### src/hdl/rds_pkg.sv
// Shared types and codes for the record deque store.
`default_nettype none

package rds_pkg;

  localparam int unsigned MODE_W   = 3;
  localparam int unsigned POS_W    = 7;
  localparam int unsigned FIELD_W  = 3;
  localparam int unsigned VALUE_W  = 64;
  localparam int unsigned STATUS_W = 3;
  localparam int unsigned COUNT_W  = 7;

  typedef enum logic [MODE_W-1:0] {
    MODE_PUSH_BACK  = 3'd0,
    MODE_PUSH_FRONT = 3'd1,
    MODE_WRITE_LAST = 3'd2,
    MODE_READ       = 3'd3,
    MODE_POP_FRONT  = 3'd4,
    MODE_POP_BACK   = 3'd5,
    MODE_CLEAR      = 3'd6
  } mode_e;

  typedef enum logic [FIELD_W-1:0] {
    FLD_INPUT_TIME  = 3'd1,
    FLD_HEIGHT      = 3'd2,
    FLD_METAL       = 3'd3,
    FLD_OUTPUT_TIME = 3'd4
  } field_e;

  typedef enum logic [STATUS_W-1:0] {
    STAT_OK        = 3'd0,
    STAT_EMPTY     = 3'd1,
    STAT_FULL      = 3'd2,
    STAT_BAD_POS   = 3'd3,
    STAT_BAD_FIELD = 3'd4
  } status_e;

  typedef enum logic {
    ST_IDLE,
    ST_READ
  } state_e;

  typedef struct packed {
    logic [VALUE_W-1:0] input_time;
    logic               height;
    logic               metal;
    logic [VALUE_W-1:0] output_time;
  } record_t;

  // Broadcast from the controller to every cell of the row.
  typedef struct packed {
    logic   push_front;
    logic   pop_front;
    logic   wr_en;
    field_e field;
    logic   rd_load;
    logic   rd_shift;
  } cell_ctrl_t;

endpackage

`default_nettype wire

### src/hdl/rds_cell.sv
// One cell of the row: a single record plus one stage of the read shift line.
`default_nettype none

module rds_cell #(
  parameter int unsigned IDX  = 0,
  parameter int unsigned IDXW = 6
) (
  input  wire                          clk_i,
  input  rds_pkg::cell_ctrl_t          ctrl_i,
  input  wire  [IDXW-1:0]              wr_slot_i,
  input  wire  [rds_pkg::VALUE_W-1:0]  wr_value_i,
  input  rds_pkg::record_t             left_i,
  input  rds_pkg::record_t             right_i,
  input  wire  [rds_pkg::VALUE_W-1:0]  carry_i,
  output rds_pkg::record_t             record_o,
  output logic [rds_pkg::VALUE_W-1:0]  carry_o
);

  import rds_pkg::*;

  record_t            record_q, record_d;
  logic [VALUE_W-1:0] carry_q, carry_d;
  logic [VALUE_W-1:0] own_field;
  logic               hit;

  assign hit = (wr_slot_i == IDXW'(IDX));

  always_comb begin
    record_d = record_q;
    if (ctrl_i.pop_front) begin
      record_d = right_i;
    end else if (ctrl_i.push_front) begin
      record_d = left_i;
    end else if (ctrl_i.wr_en && hit) begin
      case (ctrl_i.field)
        FLD_INPUT_TIME:  record_d.input_time  = wr_value_i;
        FLD_HEIGHT:      record_d.height      = wr_value_i[0];
        FLD_METAL:       record_d.metal       = wr_value_i[0];
        FLD_OUTPUT_TIME: record_d.output_time = wr_value_i;
        default:         record_d             = record_q;
      endcase
    end
  end

  always_comb begin
    case (ctrl_i.field)
      FLD_INPUT_TIME:  own_field = record_q.input_time;
      FLD_HEIGHT:      own_field = {{(VALUE_W-1){1'b0}}, record_q.height};
      FLD_METAL:       own_field = {{(VALUE_W-1){1'b0}}, record_q.metal};
      FLD_OUTPUT_TIME: own_field = record_q.output_time;
      default:         own_field = '0;
    endcase
  end

  // Load the selected field, then pass it one cell towards the front each cycle.
  always_comb begin
    carry_d = carry_q;
    if (ctrl_i.rd_load) begin
      carry_d = own_field;
    end else if (ctrl_i.rd_shift) begin
      carry_d = carry_i;
    end
  end

  always_ff @(posedge clk_i) begin
    record_q <= record_d;
    carry_q  <= carry_d;
  end

  assign record_o = record_q;
  assign carry_o  = carry_q;

endmodule

`default_nettype wire

### config.mk
export PLATFORM = sky130hd
export DESIGN_NAME = rds_cell
export DESIGN_NICKNAME = d
export VERILOG_FILES = /design/src/hdl/rds_pkg.sv /design/src/hdl/rds_cell.sv
export SDC_FILE = /design/constraint.sdc
export NUM_CORES = 1
export LEC_CHECK = 0
export ABC_CLOCK_PERIOD_IN_PS = 3200
export BUFFER_PORTS_ARGS = -buffer_cell sky130_fd_sc_hd__buf_2
export CORE_AREA = 2 2 233 235
export CTS_BUF_LIST = sky130_fd_sc_hd__clkbuf_4
export CTS_CLUSTER_DIAMETER = 200
export DETAILED_ROUTE_END_ITERATION = 6
export DIE_AREA = 0 0 235 237
export PLACE_DENSITY = 0.42
export SYNTH_ARGS = -nofsm -noshare
export SYNTH_HDL_FRONTEND = slang
export SYNTH_SLANG_ARGS = --single-unit
export TNS_END_PERCENT = 100
### constraint.sdc
create_clock -name clk_i -period 3.2 [get_ports clk_i]
set_clock_uncertainty 0.1 [all_clocks]
set_input_delay 0.8 -clock clk_i [delete_from_list [all_inputs] [get_ports clk_i]]
set_output_delay 0.8 -clock clk_i [all_outputs]
set_load 0.02 [all_outputs]
==> results_dict.tcl, run 1 <==
set metrics [dict create \
    cts.path.max_buffers 2 \
    cp_max_fo 1 \
    cap_violations 0 \
    drt_wl_total_um 42900 \
    clock.fmax_mhz 427 \
    hold_buffers 0 \
    placed_area_um2 13500 \
    irDropWorstVdd_uv 177 \
    yosys.cell_types.count 27 \
    ys.flop_type "edfxtp_1" \
    crit_buf_inv 1 \
    yosysTopAreaCellShare_pct 60.5 \
    power-per-cell-area_nw_per_um2 437 \
    first_global_vias 9314 \
    die_y_um 237 \
    synth-edff-count 194 \
    track_usage_pct 14.9 \
    numPortBuffers 596 \
    hpwl_um 33000 \
    synth_most_common_cell "edfxtp_1" \
    start_util_pct 18.1 \
    ys_top_cells_by_area "edfxtp_1 (61%), a21oi_1 (6.8%), o21ai_0 (6.8%)" \
    final_cells 2156 \
    yosys_warnings 0 \
    drt-pass1-iter-count 5 \
    final_util_pct 25.7 \
    grt_overflow 0 \
    yosys.area.top_type "edfxtp_1" \
    grt_first_pass_wirelength_um 61000 \
    die-width_um 235 \
    finalInstanceArea_um2 13700 \
    rsz0062_at_grt "false" \
    fin_crit_sh_pct 73.1 \
    cts_buffers 17 \
    insertion_delay_ns 0.72 \
    avgSynthCellArea_um2 11.0 \
    final_layout_size_suffix_gt1_share_pct 45.3 \
    crit_chain "buf_2" \
    synth_cells 877 \
    core_um2 53300 \
    fin_setup_tns_ns 0 \
    crit_family "flip-flops" \
    cpPeakStageDelay_ns 0.52 \
    path_class "flop to output port" \
    post_cts_buffers 0 \
    grt_max_degree 143 \
    setup_viol 0 \
    hold_class "input port to flop" \
    critPathCaptureType "output port" \
    synthesis.nets 1280 \
    syn2layout_area_growth_pct 42.3 \
    cts_num_sinks 194 \
    path_clk_slew_ns 0.17 \
    p_leak_nw 5.75 \
    h-tree-depth 4 \
    die_area_um2 55700 \
    drc 0 \
    status "finished, final reports clean" \
    report.final.slew_viol_count 0 \
    syn_area_um2 9620 \
    crit_arrival_ns 1.44 \
    slowest_stage "edfxtp_1" \
    cts_tree "yes" \
    ctsResizeCount 0 \
    boundaryPins 597 \
    synth_seq_cells 194 \
    vias 9351 \
    final.min_clock_period_ns 2.34 \
    antenna_found_initial 7 \
    worstMarginPinSlew_ns 0.589 \
    drt_iter0_drc 453 \
    start_kind "flop" \
    clockRootBuffer "clkbuf_4" \
    place_inst 2120 \
    slew_headroom_pct 60.4 \
    wire_per_inst_um 19.9 \
    critPathRequiredTime_ns 2.30 \
    synth_seq_area_share_pct 60.5 \
    synthTopCellsByCount "edfxtp_1 (194), nand2_1 (135), a21oi_1 (130), o21ai_0 (130), nor2b_1 (65)" \
    fin_nets 1846 \
    drt.antenna.violating_nets 0 \
    async_flop_share_pct 0 \
    gp_congestion 0.898 \
    final_hold_viol_count 0 \
    via_per_inst 4.34 \
    num_rows 85 \
]
## per-layer routing
metal  vias to the layer above  wire length (um)  GRT usage [%]
met2                       342             21800           26.0
met3                        39              2600           4.10
met5                         -                42              0
met4                         6               717           4.87
li1                       4450                 -              -
met1                      4514             17700           17.7
## cells in the final DEF, fill, tap and decap left out, types with 3 or more instances in the layout
| master | n |
|---|---|
| buf_4 | 18 |
| edfxtp_1 | 194 |
| buf_12 | 11 |
| nor2b_1 | 65 |
| clkinv_4 | 4 |
| nand2_1 | 133 |
| buf_2 | 594 |
| diode_2 | 4 |
| nand3_1 | 3 |
| clkbuf_4 | 21 |
| a22oi_1 | 63 |
| o2bb2ai_1 | 63 |
| o21ai_0 | 130 |
| a21oi_1 | 130 |
| clkinv_1 | 5 |
## state kept, by name (all words and copies together) (netlist names)
register	cells
carry_o	64
record_o	130
## final timing paths
check	depth (start not counted)	slack (ns)	endpoint	from
min	3	0.24	record_o[109]	right_i[109]
max	1	0.86	carry_o[63]	carry_o[63]
min reg2reg	2	0.54	carry_o[44]	record_o[110]
max reg2reg	3	2.07	carry_o[0]	record_o[65]
## stage by stage
step	hold WS, ns	total power, mW	worst slack, ns
floorplan	0.644	4.04	0.330
global placement	0.504	4.85	0.622
detailed placement	0.509	4.86	0.616
CTS	0.0599	6.14	0.597
global route	0.134	6.31	0.657
finish	0.243	5.99	0.860
## layout make-up
| cell class | instances | area [um2] |
|---|---|---|
| fill | 5782 | 39600 |
| sequential | 194 | 5830 |
| multi-input combinational | 604 | 3410 |
| timing repair buffer | 625 | 3350 |
| tap | 696 | 871 |
| clock buffer | 21 | 158 |
| clock inverter | 11 | 66.3 |
| antenna | 4 | 10.0 |
| inverter | 1 | 5.00 |
## cell families after synthesis
logic type      Yosys count  share of synthesized area, %
compound gates          392                          24.8
simple gates            212                          10.4
flops                   194                          60.5
buf+inv                  79                          4.30
## worst reg2reg max path: cells and delay by family (launching register included)
kind / cells / cell delay [ns]
and+or+nand+nor: 1 / 0.09
DFF: 1 / 0.45
AOI/OAI and AO/OA: 2 / 0.35
## where the power goes
part	internal (mW)	total [mW]	switching [mW]
logic	0.549	1.51	0.963
registers	3.12	3.26	0.149
clock network	0.332	1.21	0.882
total	4.00	5.99	1.99
Note: power is estimated with default switching activity, not from simulation.
==> inputs of run 2 (changes only) <==
--- a/config.mk
+++ b/config.mk
@@ -5,14 +5,14 @@
 export SDC_FILE = /design/constraint.sdc
 export NUM_CORES = 1
 export LEC_CHECK = 0
-export ABC_CLOCK_PERIOD_IN_PS = 3200
+export ABC_CLOCK_PERIOD_IN_PS = 2400
 export BUFFER_PORTS_ARGS = -buffer_cell sky130_fd_sc_hd__buf_2
 export CORE_AREA = 2 2 233 235
 export CTS_BUF_LIST = sky130_fd_sc_hd__clkbuf_4
 export CTS_CLUSTER_DIAMETER = 200
 export DETAILED_ROUTE_END_ITERATION = 6
 export DIE_AREA = 0 0 235 237
-export PLACE_DENSITY = 0.42
+export PLACE_DENSITY = 0.41
 export SYNTH_ARGS = -nofsm -noshare
 export SYNTH_HDL_FRONTEND = slang
 export SYNTH_SLANG_ARGS = --single-unit
==> constraint.sdc (replaced) <==
create_clock -name clk_i -period 2.4 [get_ports clk_i]
set_clock_uncertainty 0.1 [all_clocks]
set_input_delay 0.6 -clock clk_i [delete_from_list [all_inputs] [get_ports clk_i]]
set_output_delay 0.6 -clock clk_i [all_outputs]
set_load 0.02 [all_outputs]
==> run 2 against run 1 <==
  * Flip-flop and latch count unchanged
  * Via count is 8.5% higher
  * Total power rose by 45%
  * First-iteration DRC count grew 8.4%
  * Worst setup slack worse by 0.61 ns
  * Die area is the same
  * Utilization up 4.0 points
  * Register-to-register slack got worse by 0.89 ns
  * Cell count grew 9.4%
  * Critical endpoint unchanged
  * Highest routed layer unchanged
==> results_dict.tcl, run 2 (synthesized netlist as in run 1, its figures left out) <==
set metrics [dict create \
    hpwl_um 34000 \
    path_depth 1 \
    via_per_inst 4.30 \
    track_usage_pct 15.5 \
    die_y_um 237 \
    hold_class "input port to flop" \
    finalInstanceArea_um2 15800 \
    path_class "flop to output port" \
    die-width_um 235 \
    mostFrequentLayoutCell "buf_2" \
    post_cts_buffers 0 \
    clockRootBuffer "clkbuf_4" \
    fin_nets 2051 \
    slew_headroom_pct 24.0 \
    fin_setup_tns_ns 0 \
    path_clk_slew_ns 0.16 \
    report.final.slew_viol_count 0 \
    final_cell_mix "buf_2 (594), edfxtp_1 (194), dlygate4sd3_1 (185), nand2_1 (133)" \
    worstMarginPinSlew_ns 1.14 \
    cts_num_sinks 194 \
    h-tree-depth 4 \
    grt_overflow 0 \
    syn2layout_area_growth_pct 64.6 \
    slowest_stage "edfxtp_1" \
    final_layout_size_suffix_gt1_share_pct 41.1 \
    ctsResizeCount 0 \
    cts.path.max_buffers 2 \
    core_um2 53300 \
    power-per-cell-area_nw_per_um2 549 \
    drt_wl_total_um 44800 \
    start_util_pct 18.1 \
    clock.fmax_mhz 466 \
    status "finished, final reports clean" \
    grt_max_degree 89 \
    cts_buffers 17 \
    irDropWorstVdd_uv 269 \
    drc 0 \
    placed_area_um2 13700 \
    num_rows 85 \
    min_delay_path_depth 3 \
    first_global_vias 10300 \
    fillerInstances 5642 \
    start_kind "flop" \
    place_inst 2140 \
    cts_tree "yes" \
    critPathCaptureType "output port" \
    antenna_found_initial 5 \
    final_hold_viol_count 0 \
    fin_crit_sh_pct 89.4 \
    wire_per_inst_um 19.0 \
    p_leak_nw 6.69 \
    cp_max_fo 1 \
    insertion_delay_ns 0.72 \
    rsz0062_at_grt "false" \
    drt_iter0_drc 491 \
    largest_reg_flops 130 \
    cap_violations 0 \
    r2r_cells 2 \
    numPortBuffers 596 \
    cpPeakStageDelay_ns 0.51 \
    final_cells 2359 \
    drt.antenna.violating_nets 0 \
    final.min_clock_period_ns 2.15 \
    vias 10100 \
    setup_viol 0 \
    crit_chain "buf_2" \
    crit_family "flip-flops" \
    hold_slack_ns 0.130 \
    critPathRequiredTime_ns 1.70 \
    grt_first_pass_wirelength_um 63400 \
    crit_arrival_ns 1.45 \
    gp_congestion 0.915 \
    drt-pass1-iter-count 5 \
    die_area_um2 55700 \
    crit_buf_inv 1 \
    boundaryPins 597 \
]
==> run 2: changes by cell type in the layout (fill, tap and decap cells not counted), sizes merged <==
| cell | before | now |
|---|---|---|
| buf | 625 | 645 |
| bufinv | 0 | 4 |
| clkbuf | 21 | 19 |
| clkinv | 11 | 7 |
| diode | 4 | 3 |
| dlygate4sd3 | 0 | 185 |
| inv | 0 | 1 |
==> run 2: repair_timing <==
item | in CTS | in global routing
hold endpoints to repair | 171 | 0
endpoints found under the setup margin | 0 | 0
hold buffers | 185 | 0
==> run 2: area by class of cell <==
cell class	count	area, um2	share of cell area, %
sequential	194	5830	36.8
antenna	3	7.51	0.0474
clock inverter	12	164	1.03
inverter	1	5.00	0.0316
timing repair buffer	830	5420	34.2
multi-input combinational	604	3410	21.5
clock buffer	19	143	0.901
tap	696	871	5.50
==> run 2: path summary, 6_finish.rpt <==
path           startpoint  slack (ns)             to
min reg2reg  record_o[79]        0.54    carry_o[13]
min          right_i[103]        0.13  record_o[103]
max reg2reg  record_o[64]        1.18     carry_o[0]
max           carry_o[63]        0.25    carry_o[63]
==> run 2: power breakdown <==
group          switching [mW]  internal [mW]
Clock                    1.20          0.833
Sequential              0.190           4.15
Combinational            1.35          0.972
==> run 2: through the flow <==
stage | power, mW | setup slack [ns] | util, %
floorplan | 5.39 | 0.0196 | -
global placement | 6.53 | -0.157 | 25.7
detailed placement | 6.53 | -0.152 | 25.7
CTS | 8.85 | 0.0493 | 29.7
global route | 9.14 | 0.0606 | 29.7
finish | 8.69 | 0.254 | 29.7
==> run 2: worst reg2reg max path, cell delays in order, from the launching register on <==
cell and delay (ns):
edfxtp_1 0.48, a32oi_1 0.27, a32oi_1 0.12
==> run 2: per-layer routing <==
| layer | wire length [um] | track usage, % |
|---|---|---|
| met4 | 803 | 5.06 |
| met3 | 2680 | 3.96 |
| met2 | 22800 | 27.5 |
| met1 | 18500 | 18.1 |
| met5 | 7 | 0 |
