[src/hdl/rds_pkg.sv]
// Shared types and codes for the record deque store.
`default_nettype none

package rds_pkg;

  localparam int unsigned MODE_W   = 3;
  localparam int unsigned POS_W    = 7;
  localparam int unsigned FIELD_W  = 3;
  localparam int unsigned VALUE_W  = 64;
  localparam int unsigned STATUS_W = 3;
  localparam int unsigned COUNT_W  = 7;

  typedef enum logic [MODE_W-1:0] {
    MODE_PUSH_BACK  = 3'd0,
    MODE_PUSH_FRONT = 3'd1,
    MODE_WRITE_LAST = 3'd2,
    MODE_READ       = 3'd3,
    MODE_POP_FRONT  = 3'd4,
    MODE_POP_BACK   = 3'd5,
    MODE_CLEAR      = 3'd6
  } mode_e;

  typedef enum logic [FIELD_W-1:0] {
    FLD_INPUT_TIME  = 3'd1,
    FLD_HEIGHT      = 3'd2,
    FLD_METAL       = 3'd3,
    FLD_OUTPUT_TIME = 3'd4
  } field_e;

  typedef enum logic [STATUS_W-1:0] {
    STAT_OK        = 3'd0,
    STAT_EMPTY     = 3'd1,
    STAT_FULL      = 3'd2,
    STAT_BAD_POS   = 3'd3,
    STAT_BAD_FIELD = 3'd4
  } status_e;

  typedef enum logic {
    ST_IDLE,
    ST_READ
  } state_e;

  typedef struct packed {
    logic [VALUE_W-1:0] input_time;
    logic               height;
    logic               metal;
    logic [VALUE_W-1:0] output_time;
  } record_t;

  // Broadcast from the controller to every cell of the row.
  typedef struct packed {
    logic   push_front;
    logic   pop_front;
    logic   wr_en;
    field_e field;
    logic   rd_load;
    logic   rd_shift;
  } cell_ctrl_t;

endpackage

`default_nettype wire

[src/hdl/rds_ctrl.sv]
// Controller: decodes operations, keeps the record count, runs reads and holds the result beat.
`default_nettype none

module rds_ctrl #(
  parameter int unsigned DEPTH = 64,
  parameter int unsigned IDXW  = 6,
  parameter int unsigned CNTW  = 7
) (
  input  wire                           clk_i,
  input  wire                           rst_ni,
  input  wire                           in_valid_i,
  output logic                          in_stall_o,
  input  wire  [rds_pkg::MODE_W-1:0]    mode_i,
  input  wire  [rds_pkg::POS_W-1:0]     position_i,
  input  wire  [rds_pkg::FIELD_W-1:0]   field_select_i,
  output logic                          out_valid_o,
  input  wire                           out_stall_i,
  output logic [rds_pkg::STATUS_W-1:0]  status_o,
  output logic [rds_pkg::VALUE_W-1:0]   read_value_o,
  output logic [rds_pkg::COUNT_W-1:0]   entry_count_o,
  input  wire  [rds_pkg::VALUE_W-1:0]   carry_i,
  output rds_pkg::cell_ctrl_t           cell_ctrl_o,
  output logic [IDXW-1:0]               wr_slot_o
);

  import rds_pkg::*;

  localparam int unsigned CMPW = (CNTW > POS_W) ? CNTW : POS_W;

  state_e             state_q, state_d;
  logic [CNTW-1:0]    count_q, count_d, count_m1;
  logic [IDXW-1:0]    left_q, left_d;
  logic               out_valid_q, out_valid_d;
  status_e            status_q, status_d;
  logic [VALUE_W-1:0] rdata_q, rdata_d;
  logic [COUNT_W-1:0] ocount_q, ocount_d;

  mode_e              mode;
  field_e             field;
  status_e            op_status;
  logic [CMPW-1:0]    pos_m1;
  logic               out_free, accept, full, empty, field_ok, pos_over;
  logic               start_read, finish;

  assign mode  = mode_e'(mode_i);
  assign field = field_e'(field_select_i);

  assign out_free   = !out_valid_q || !out_stall_i;
  assign in_stall_o = (state_q != ST_IDLE) || !out_free;
  assign accept     = in_valid_i && !in_stall_o;

  assign full      = (count_q == CNTW'(DEPTH));
  assign empty     = (count_q == '0);
  assign count_m1  = count_q - CNTW'(1);
  assign wr_slot_o = count_m1[IDXW-1:0];
  assign pos_m1    = CMPW'(position_i) - CMPW'(1);
  assign pos_over  = CMPW'(position_i) > CMPW'(count_q);

  always_comb begin
    case (field)
      FLD_INPUT_TIME, FLD_HEIGHT, FLD_METAL, FLD_OUTPUT_TIME: field_ok = 1'b1;
      default:                                                field_ok = 1'b0;
    endcase
  end

  assign finish = (state_q == ST_READ) && (left_q == '0) && out_free;

  // Operation decode and cell control
  always_comb begin
    op_status   = STAT_OK;
    count_d     = count_q;
    start_read  = 1'b0;
    cell_ctrl_o = '0;
    cell_ctrl_o.field    = field;
    cell_ctrl_o.rd_shift = (state_q == ST_READ) && (left_q != '0);
    if (accept) begin
      case (mode)
        MODE_PUSH_BACK: begin
          if (full) op_status = STAT_FULL;
          else      count_d   = count_q + CNTW'(1);
        end
        MODE_PUSH_FRONT: begin
          if (full) begin
            op_status = STAT_FULL;
          end else begin
            count_d                = count_q + CNTW'(1);
            cell_ctrl_o.push_front = 1'b1;
          end
        end
        MODE_WRITE_LAST: begin
          if (empty)          op_status         = STAT_EMPTY;
          else if (!field_ok) op_status         = STAT_BAD_FIELD;
          else                cell_ctrl_o.wr_en = 1'b1;
        end
        MODE_READ: begin
          if (position_i == '0) begin
            op_status = STAT_BAD_POS;
          end else if (!field_ok) begin
            op_status = STAT_BAD_FIELD;
          end else if (empty) begin
            op_status = STAT_EMPTY;
          end else if (pos_over) begin
            op_status = STAT_BAD_POS;
          end else begin
            start_read          = 1'b1;
            cell_ctrl_o.rd_load = 1'b1;
          end
        end
        MODE_POP_FRONT: begin
          if (empty) begin
            op_status = STAT_EMPTY;
          end else begin
            count_d               = count_m1;
            cell_ctrl_o.pop_front = 1'b1;
          end
        end
        MODE_POP_BACK: begin
          if (empty) op_status = STAT_EMPTY;
          else       count_d   = count_m1;
        end
        MODE_CLEAR: begin
          count_d = '0;
        end
        default: begin
          count_d = count_q;
        end
      endcase
    end
  end

  // Next state
  always_comb begin
    state_d = state_q;
    case (state_q)
      ST_IDLE: if (start_read) state_d = ST_READ;
      ST_READ: if (finish)     state_d = ST_IDLE;
      default:                 state_d = ST_IDLE;
    endcase
  end

  always_comb begin
    left_d = left_q;
    if (start_read) begin
      left_d = pos_m1[IDXW-1:0];
    end else if (cell_ctrl_o.rd_shift) begin
      left_d = left_q - IDXW'(1);
    end
  end

  // Result beat
  always_comb begin
    out_valid_d = out_valid_q;
    status_d    = status_q;
    rdata_d     = rdata_q;
    ocount_d    = ocount_q;
    if (out_valid_q && !out_stall_i) out_valid_d = 1'b0;
    if (accept && !start_read) begin
      out_valid_d = 1'b1;
      status_d    = op_status;
      rdata_d     = '0;
      ocount_d    = COUNT_W'(count_d);
    end else if (finish) begin
      out_valid_d = 1'b1;
      status_d    = STAT_OK;
      rdata_d     = carry_i;
      ocount_d    = COUNT_W'(count_q);
    end
  end

  always_ff @(posedge clk_i or negedge rst_ni) begin
    if (!rst_ni) begin
      state_q     <= ST_IDLE;
      count_q     <= '0;
      left_q      <= '0;
      out_valid_q <= 1'b0;
    end else begin
      state_q     <= state_d;
      count_q     <= count_d;
      left_q      <= left_d;
      out_valid_q <= out_valid_d;
    end
  end

  always_ff @(posedge clk_i) begin
    status_q <= status_d;
    rdata_q  <= rdata_d;
    ocount_q <= ocount_d;
  end

  assign out_valid_o   = out_valid_q;
  assign status_o      = status_q;
  assign read_value_o  = rdata_q;
  assign entry_count_o = ocount_q;

`ifndef ASSERT_OFF
  a_count_bound: assert property (@(posedge clk_i) disable iff (!rst_ni)
    count_q <= CNTW'(DEPTH))
    else $error("record count beyond depth");

  a_full_push_holds: assert property (@(posedge clk_i) disable iff (!rst_ni)
    accept && full && (mode == MODE_PUSH_BACK || mode == MODE_PUSH_FRONT)
    |=> count_q == $past(count_q))
    else $error("refused push changed the count");

  a_read_starts: assert property (@(posedge clk_i) disable iff (!rst_ni)
    start_read |=> state_q == ST_READ && !out_valid_q == !$past(out_valid_d))
    else $error("read did not enter the read state");

  a_read_steps: assert property (@(posedge clk_i) disable iff (!rst_ni)
    state_q == ST_READ && left_q != '0
    |=> state_q == ST_READ && left_q == $past(left_q) - IDXW'(1))
    else $error("read countdown skipped a step");
`endif

endmodule

`default_nettype wire
[config.mk]
export PLATFORM = sky130hd
export DESIGN_NAME = rds_ctrl
export DESIGN_NICKNAME = d
export VERILOG_FILES = /design/src/hdl/rds_pkg.sv /design/src/hdl/rds_ctrl.sv
export SDC_FILE = /design/constraint.sdc
export NUM_CORES = 1
export LEC_CHECK = 0
export BUFFER_PORTS_ARGS = -buffer_cell sky130_fd_sc_hd__buf_2
export CAP_MARGIN = 10
export CORE_MARGIN = 2
export CORE_UTILIZATION = 48
export CTS_CLUSTER_SIZE = 28
export DETAILED_ROUTE_END_ITERATION = 7
export GPL_TIMING_DRIVEN = 0
export PLACE_DENSITY = 0.8
export SLEW_MARGIN = 15
export SYNTH_ARGS = -nofsm -noshare
export SYNTH_HDL_FRONTEND = slang
export SYNTH_SLANG_ARGS = --single-unit
[constraint.sdc]
create_clock -name clk_i -period 3.8 [get_ports clk_i]
set_clock_uncertainty 0.2 [all_clocks]
set_input_delay 0.57 -clock clk_i [delete_from_list [all_inputs] [get_ports clk_i]]
set_output_delay 0.57 -clock clk_i [all_outputs]
set_load 0.01 [all_outputs]
==> flow_metrics.tcl, run 1 <==
set metrics [dict create \
    cts_made_buffers 9 \
    fp.coreArea_sq_mm 0.008175 \
    hpwl_microns 8524 \
    cts.sinks 89 \
    path_common_cell "inv_1" \
    io_buffers 168 \
    slew_headroom_pct 61.53 \
    drc 0 \
    synthTopCellsByArea "dfxtp_1 (32%), nand2_1 (14%), a21oi_1 (9.4%)" \
    n_antenna_cell 0 \
    p_leak_nw 2.402 \
    slew_violations 0 \
    synth_xor_area_share_pct 3.043 \
    max-cap-violations 0 \
    htreeDepth 3 \
    grt_use_total_pct 22.98 \
    end_kind "output port" \
    via_count 4054 \
    design.die.area_sq_mm 0.009145 \
    dr_wl_met3_microns 737 \
    fp-row-count 33 \
    fin_crit_sh_pct 89.58 \
    synthArstFlopShare_pct 16.85 \
    yosys.area_share.adder_pct 3.415 \
    tns_ns 0 \
    clock_latency_ns 0.35 \
    path_buf_inv 5 \
    critPathLaunchType "register" \
    grt-ovfl-total 0 \
    synthFlopType "dfxtp_1" \
    synth_compound_area_share_pct 16.70 \
    grt_start_max_net_pins 16 \
    avgSynthCellArea_sq_um 8.275 \
    ys_warn_count 0 \
    crit_chain "clkbuf_1 -> inv_1 -> ha_1 -> a21oi_1 -> o21ai_0 -> o22ai_2 -> nand3_4 -> inv_1 -> buf_4 -> buf_2" \
    wl_per_cell_microns 14.25 \
    min_period_ns 3.404 \
    ys_types 45 \
    ys_seq_area_share_pct 48.56 \
    slowest_stage "dfrtp_1" \
    hp-class "in -> reg" \
    synth_top_family_by_area "simple AND/OR/NAND/NOR gates" \
    initial_core_util_pct 49.30 \
    die_h_microns 95.63 \
    routabilityCongestion 0.8603 \
    synth_nets 579 \
    synthSimpleGateAreaFrac_pct 21.45 \
    drtPass1Iterations 4 \
    synth_edf_count 10 \
    clock_path_buffers 2 \
    yosysMostFrequentCell "nand2_1" \
    rsz0062_at_grt "false" \
    yosys.area.top_type "dfxtp_1" \
    ys_ff_latch 89 \
    fillerInstances 716 \
    worstSetupPathType "reg -> out" \
    root_buffer "clkbuf_8" \
    status "finished, final reports clean" \
    drtAntennaViolNets 0 \
    cts_tree "built" \
    synth_top_area_share_pct 31.79 \
    drive_gt1_share_pct 29.66 \
    finalNetCount 759 \
    pin_count 171 \
    crit_family "buffers and inverters" \
    ir_drop_mv 0.5185 \
    grt_first_pass_wirelength_microns 16340 \
    drt_iter0_markers 151 \
    critPathArrivalTime_ns 2.63 \
    max_slew.worst_pin.slew_ns 0.5718 \
    synthesis.area_sq_mm 0.004030 \
    fin_ws_ns 0.3959 \
    dp_slack_ns 0.3394 \
    antenna_found_initial 0 \
    syn_inst 487 \
    syn2layout_area_growth_pct 30.11 \
    cp_max_fo 10 \
    fp.dieW_microns 95.63 \
    synthTopCellsByCount "nand2_1 (146), a21oi_1 (76), dfxtp_1 (64), clkbuf_1 (25), nor2_1 (17)" \
    final-setup-viol-count 0 \
    synth.area.mux_share_pct 1.987 \
    vias_per_cell 5.224 \
    hold_viol_final 0 \
    slowest_delay_ns 0.36 \
    grt_pass1_vias 3500 \
    met2WireLength_microns 5289 \
    drt-met1-wl_microns 4772 \
    required_ns 3.03 \
    top_layer_used "met4" \
    clk_pin_slew_ns 0.09 \
    cts_setup_buffers 0 \
    max_freq_ghz 0.2938 \
    power_density_mw_per_mm2 569.4 \
    wl_microns 11060 \
]
## stage by stage
step                      hold WS [ns]  util, %  cells  instance area, sq um  total power (W)
after floorplan                0.07441        -    487                  4030         0.001919
after detailed placement        0.2435    61.19    760                  5002         0.002274
after global routing            0.2260    64.14    776                  5244         0.003169
after global placement          0.2390    61.19    760                  5002         0.002237
final                           0.2390    64.14    776                  5244         0.002986
after CTS                       0.2229    63.97    776                  5230         0.002984
## metal layers
| layer | global-route usage [%] | vias to the layer above |
|---|---|---|
| met3 | 4.506 | 23 |
| met4 | 8.333 | 0 |
| met2 | 38.64 | 134 |
| met5 | 0 | - |
| met1 | 29.30 | 1884 |
| li1 | - | 2013 |
## where the power goes
group / internal, W / switching (W)
Sequential: 0.00109 / 0.0000930
Combinational: 0.000423 / 0.000676
Clock: 0.000370 / 0.000335
## registers in the layout, indices dropped and copies added (netlist names)
name and count:
state_q 1, count_q 7, entry_count_o 7, left_q 6
status_o 3, read_value_o 64, out_valid_o 1
## timing repair
item,in CTS,in global routing
hold buffers,1,0
hold endpoints to repair,15,0
setup endpoints to repair,1,1
resized for setup,1,2
## path summary, 6_finish.rpt
check                      slack (ns)  depth (start not counted)                       endpoint                           from
setup reg to reg                 0.69                          9      status_o[1]$_SDFFCE_PN0P_           count_q[4]$_DFF_PN0_
hold reg to reg                  0.25                          2  read_value_o[56]$_SDFFE_PP0P_  read_value_o[56]$_SDFFE_PP0P_
min in group asynchronous        0.47                          2           count_q[3]$_DFF_PN0_                         rst_ni
setup / recovery                 0.40                         10                 cell_ctrl_o[1]           count_q[4]$_DFF_PN0_
hold / removal                   0.24                          3  read_value_o[14]$_SDFFE_PP0P_                    carry_i[14]
max in group asynchronous        2.64                          2          left_q[3]$_DFFE_PN0P_                         rst_ni
## placed cells by master (no fill, tap or decap), types with 6 or more instances in the layout
cell      instances
nand2_1         146
nor3_1            7
clkbuf_8          9
o21ai_0           9
o31ai_1          10
buf_2           171
dfrtp_1          15
ha_1             11
nand3_1           8
nor2_1           17
clkbuf_1         25
edfxtp_1         10
a21oi_1          76
mux2i_1           8
dfxtp_1          64
xor2_1            6
xnor2_1           8
inv_1            13
## kinds of logic after synthesis
family | after synthesis
AO/OA/AOI/OAI | 117
flip-flops | 89
buffers and inverters | 46
XOR/XNOR | 14
adder cells (fa/ha/maj) | 11
AND/OR/NAND/NOR | 202
multiplexers | 8
## worst min-delay path, cell delays in order
cell and delay [ns]:
buf_2 0.09, nand2_1 0.04, a21oi_1 0.05
## area by class of cell
type / instances / area, sq um / share of cell area [%]
Clock buffer: 9 / 123.9 / 2.362
Tap cell: 105 / 131.4 / 2.505
Sequential cell: 89 / 1957 / 37.32
Multi-Input combinational cell: 352 / 1897 / 36.17
Buffer: 33 / 146.4 / 2.792
Timing Repair Buffer: 169 / 850.8 / 16.23
Inverter: 13 / 48.80 / 0.9306
Clock inverter: 6 / 88.84 / 1.694
Power figures use the tool's default switching activity.
==> inputs of run 2 (changes only) <==
--- a/config.mk
+++ b/config.mk
@@ -9,10 +9,10 @@
 export CAP_MARGIN = 10
 export CORE_MARGIN = 2
 export CORE_UTILIZATION = 48
-export CTS_CLUSTER_SIZE = 28
+export CTS_CLUSTER_SIZE = 20
 export DETAILED_ROUTE_END_ITERATION = 7
 export GPL_TIMING_DRIVEN = 0
-export PLACE_DENSITY = 0.8
+export PLACE_DENSITY = 0.85
 export SLEW_MARGIN = 15
 export SYNTH_ARGS = -nofsm -noshare
 export SYNTH_HDL_FRONTEND = slang
==> flow_metrics.tcl, run 2 (synthesized netlist as in run 1, its figures left out) <==
set metrics [dict create \
    grt_use_total_pct 24.67 \
    max-cap-violations 0 \
    clock_path_buffers 2 \
    slowest_stage "clkbuf_1" \
    routabilityCongestion 0.9490 \
    critPathLaunchType "register" \
    cts_tree "built" \
    instances_no_fill 776 \
    path_common_cell "inv_1" \
    critPathArrivalTime_ns 2.66 \
    drtAntennaViolNets 0 \
    min_to "read_value_o[21]$_SDFFE_PP0P_" \
    p_switching_w 0.001115 \
    final-setup-viol-count 0 \
    wl_microns 11420 \
    root_buffer "clkbuf_8" \
    fin_ws_ns 0.3715 \
    cts_setup_buffers 0 \
    syn2layout_area_growth_pct 29.90 \
    antenna_found_initial 0 \
    drc 0 \
    whs_ns 0.2446 \
    worstSetupPathType "reg -> out" \
    min_period_ns 3.428 \
    worstHoldPathCells 3 \
    power_frac_clock_pct 22.3 \
    p_sw_share_pct 37.88 \
    n_antenna_cell 0 \
    fp-row-count 33 \
    drtPass1Iterations 5 \
    die_h_microns 95.63 \
    dp_slack_ns 0.3232 \
    fp.dieW_microns 95.63 \
    hold_viol_final 0 \
    dp.cells 760 \
    layout_common_cells "buf_2 (171), nand2_1 (146), a21oi_1 (76)" \
    slew_violations 0 \
    rrSetupSlack_ns 0.60 \
    grt_first_pass_wirelength_microns 17610 \
    clk_pin_slew_ns 0.10 \
    seqPwrFrac_pct 40.2 \
    required_ns 3.03 \
    ir_drop_mv 0.4429 \
    power_density_mw_per_mm2 562.2 \
    design.die.area_sq_mm 0.009145 \
    final_common_cell "buf_2" \
    slew_headroom_pct 60.79 \
    clock_latency_ns 0.35 \
    cts.sinks 89 \
    vias_per_cell 5.293 \
    hp-class "in -> reg" \
    grt_pass1_vias 3802 \
    r2r-start "count_q[4]$_DFF_PN0_" \
    grt_start_max_net_pins 16 \
    end_kind "output port" \
    slowest_delay_ns 0.36 \
    largest_reg_flops 64 \
    power_frac_comb_pct 37.5 \
    io_buffers 168 \
    power_w 0.002943 \
    cp_max_fo 10 \
    min-delay-start "carry_i[21]" \
    max_slew.worst_pin.slew_ns 0.5837 \
    pin_count 171 \
    rsz0062_at_grt "false" \
    drt_iter0_markers 163 \
    tns_ns 0 \
    finalNetCount 759 \
    grt-ovfl-total 0 \
    initial_core_util_pct 49.30 \
    status "finished, final reports clean" \
    p_int_w 0.001828 \
    fin_crit_sh_pct 90.22 \
    drive_gt1_share_pct 29.66 \
    fp.coreArea_sq_mm 0.008175 \
    hpwl_microns 8860 \
    reg2reg_depth 9 \
    cts_made_buffers 9 \
    crit_chain "clkbuf_1 -> inv_1 -> ha_1 -> a21oi_1 -> o21ai_0 -> o22ai_2 -> nand3_4 -> inv_1 -> buf_4 -> buf_2" \
    via_count 4107 \
    max_freq_ghz 0.2917 \
    reg2reg_to "status_o[1]$_SDFFCE_PN0P_" \
    p_leak_nw 2.400 \
    htreeDepth 3 \
    wl_per_cell_microns 14.71 \
]
[run 2: cell types whose count changed in the layout (fill, tap and decap cells not counted)]
cell / delta
inv_4: -1
clkinv_2: +1
bufinv_16: -2
inv_6: -1
inv_8: +1
clkbuf_16: +2
[run 2: power groups by stage]
stage	Clock (W)	Combinational, W	Sequential (W)
after floorplan	0	0.000709	0.00121
after global placement	0	0.00104	0.00120
after detailed placement	0	0.00108	0.00120
after CTS	0.000676	0.00109	0.00118
after global routing	0.000709	0.00122	0.00120
final	0.000657	0.00110	0.00118
[run 2: critical path: cells and delay by family, from the launching register on]
kind	cells	cell delay [ns]
AOI/OAI and AO/OA	3	0.60
adders and majority gates	1	0.30
buffers and inverters	5	0.81
DFF	1	0.35
and+or+nand+nor	1	0.24
[run 2: layout make-up]
| cell class | instances | area [sq um] |
|---|---|---|
| Sequential cell | 89 | 1957 |
| Multi-Input combinational cell | 352 | 1897 |
| Fill cell | 754 | 2940 |
| Inverter | 13 | 48.80 |
| Timing Repair Buffer | 169 | 850.8 |
| Clock inverter | 4 | 30.03 |
| Clock buffer | 11 | 173.9 |
| Buffer | 33 | 146.4 |
| Tap cell | 105 | 131.4 |
[run 2: worst max path at each step]
stage                     slack, ns                 start                    end  depth (start not counted)
final                          0.37  count_q[4]$_DFF_PN0_         cell_ctrl_o[1]                         10
after global routing           0.15  count_q[4]$_DFF_PN0_         cell_ctrl_o[1]                         10
after CTS                      0.14  count_q[4]$_DFF_PN0_         cell_ctrl_o[1]                         10
after detailed placement       0.32  count_q[4]$_DFF_PN0_  left_q[4]$_DFFE_PN0P_                         12
after global placement         0.37  count_q[4]$_DFF_PN0_  left_q[4]$_DFFE_PN0P_                         12
after floorplan                0.84  count_q[4]$_DFF_PN0_  left_q[4]$_DFFE_PN0P_                         12
[run 2: metal layers]
metal	vias up	part of all wire, %	wire length, microns	track usage (%)
met1	1891	41	4711	30.14
met3	27	7.4	848	4.901
li1	2015	-	-	-
met5	-	0	0	0
met4	0	2.5	289	10.12
met2	174	49	5569	42.37
[run 2: metrics by stage]
stage	cell area, sq um	util, %
2_1_floorplan	4030	-
3_3_place_gp	5002	61.19
3_5_place_dp	5002	61.19
4_1_cts	5221	63.87
5_1_grt	5235	64.03
6_report	5235	64.03
[run 2: what timing repair did]
item	4_1_cts	5_1_grt
pin swaps	0	0
endpoints found under the hold margin	15	0
hold buffers	1	0
cloned	0	0
resized for setup	1	2
endpoints found under the setup margin	1	1
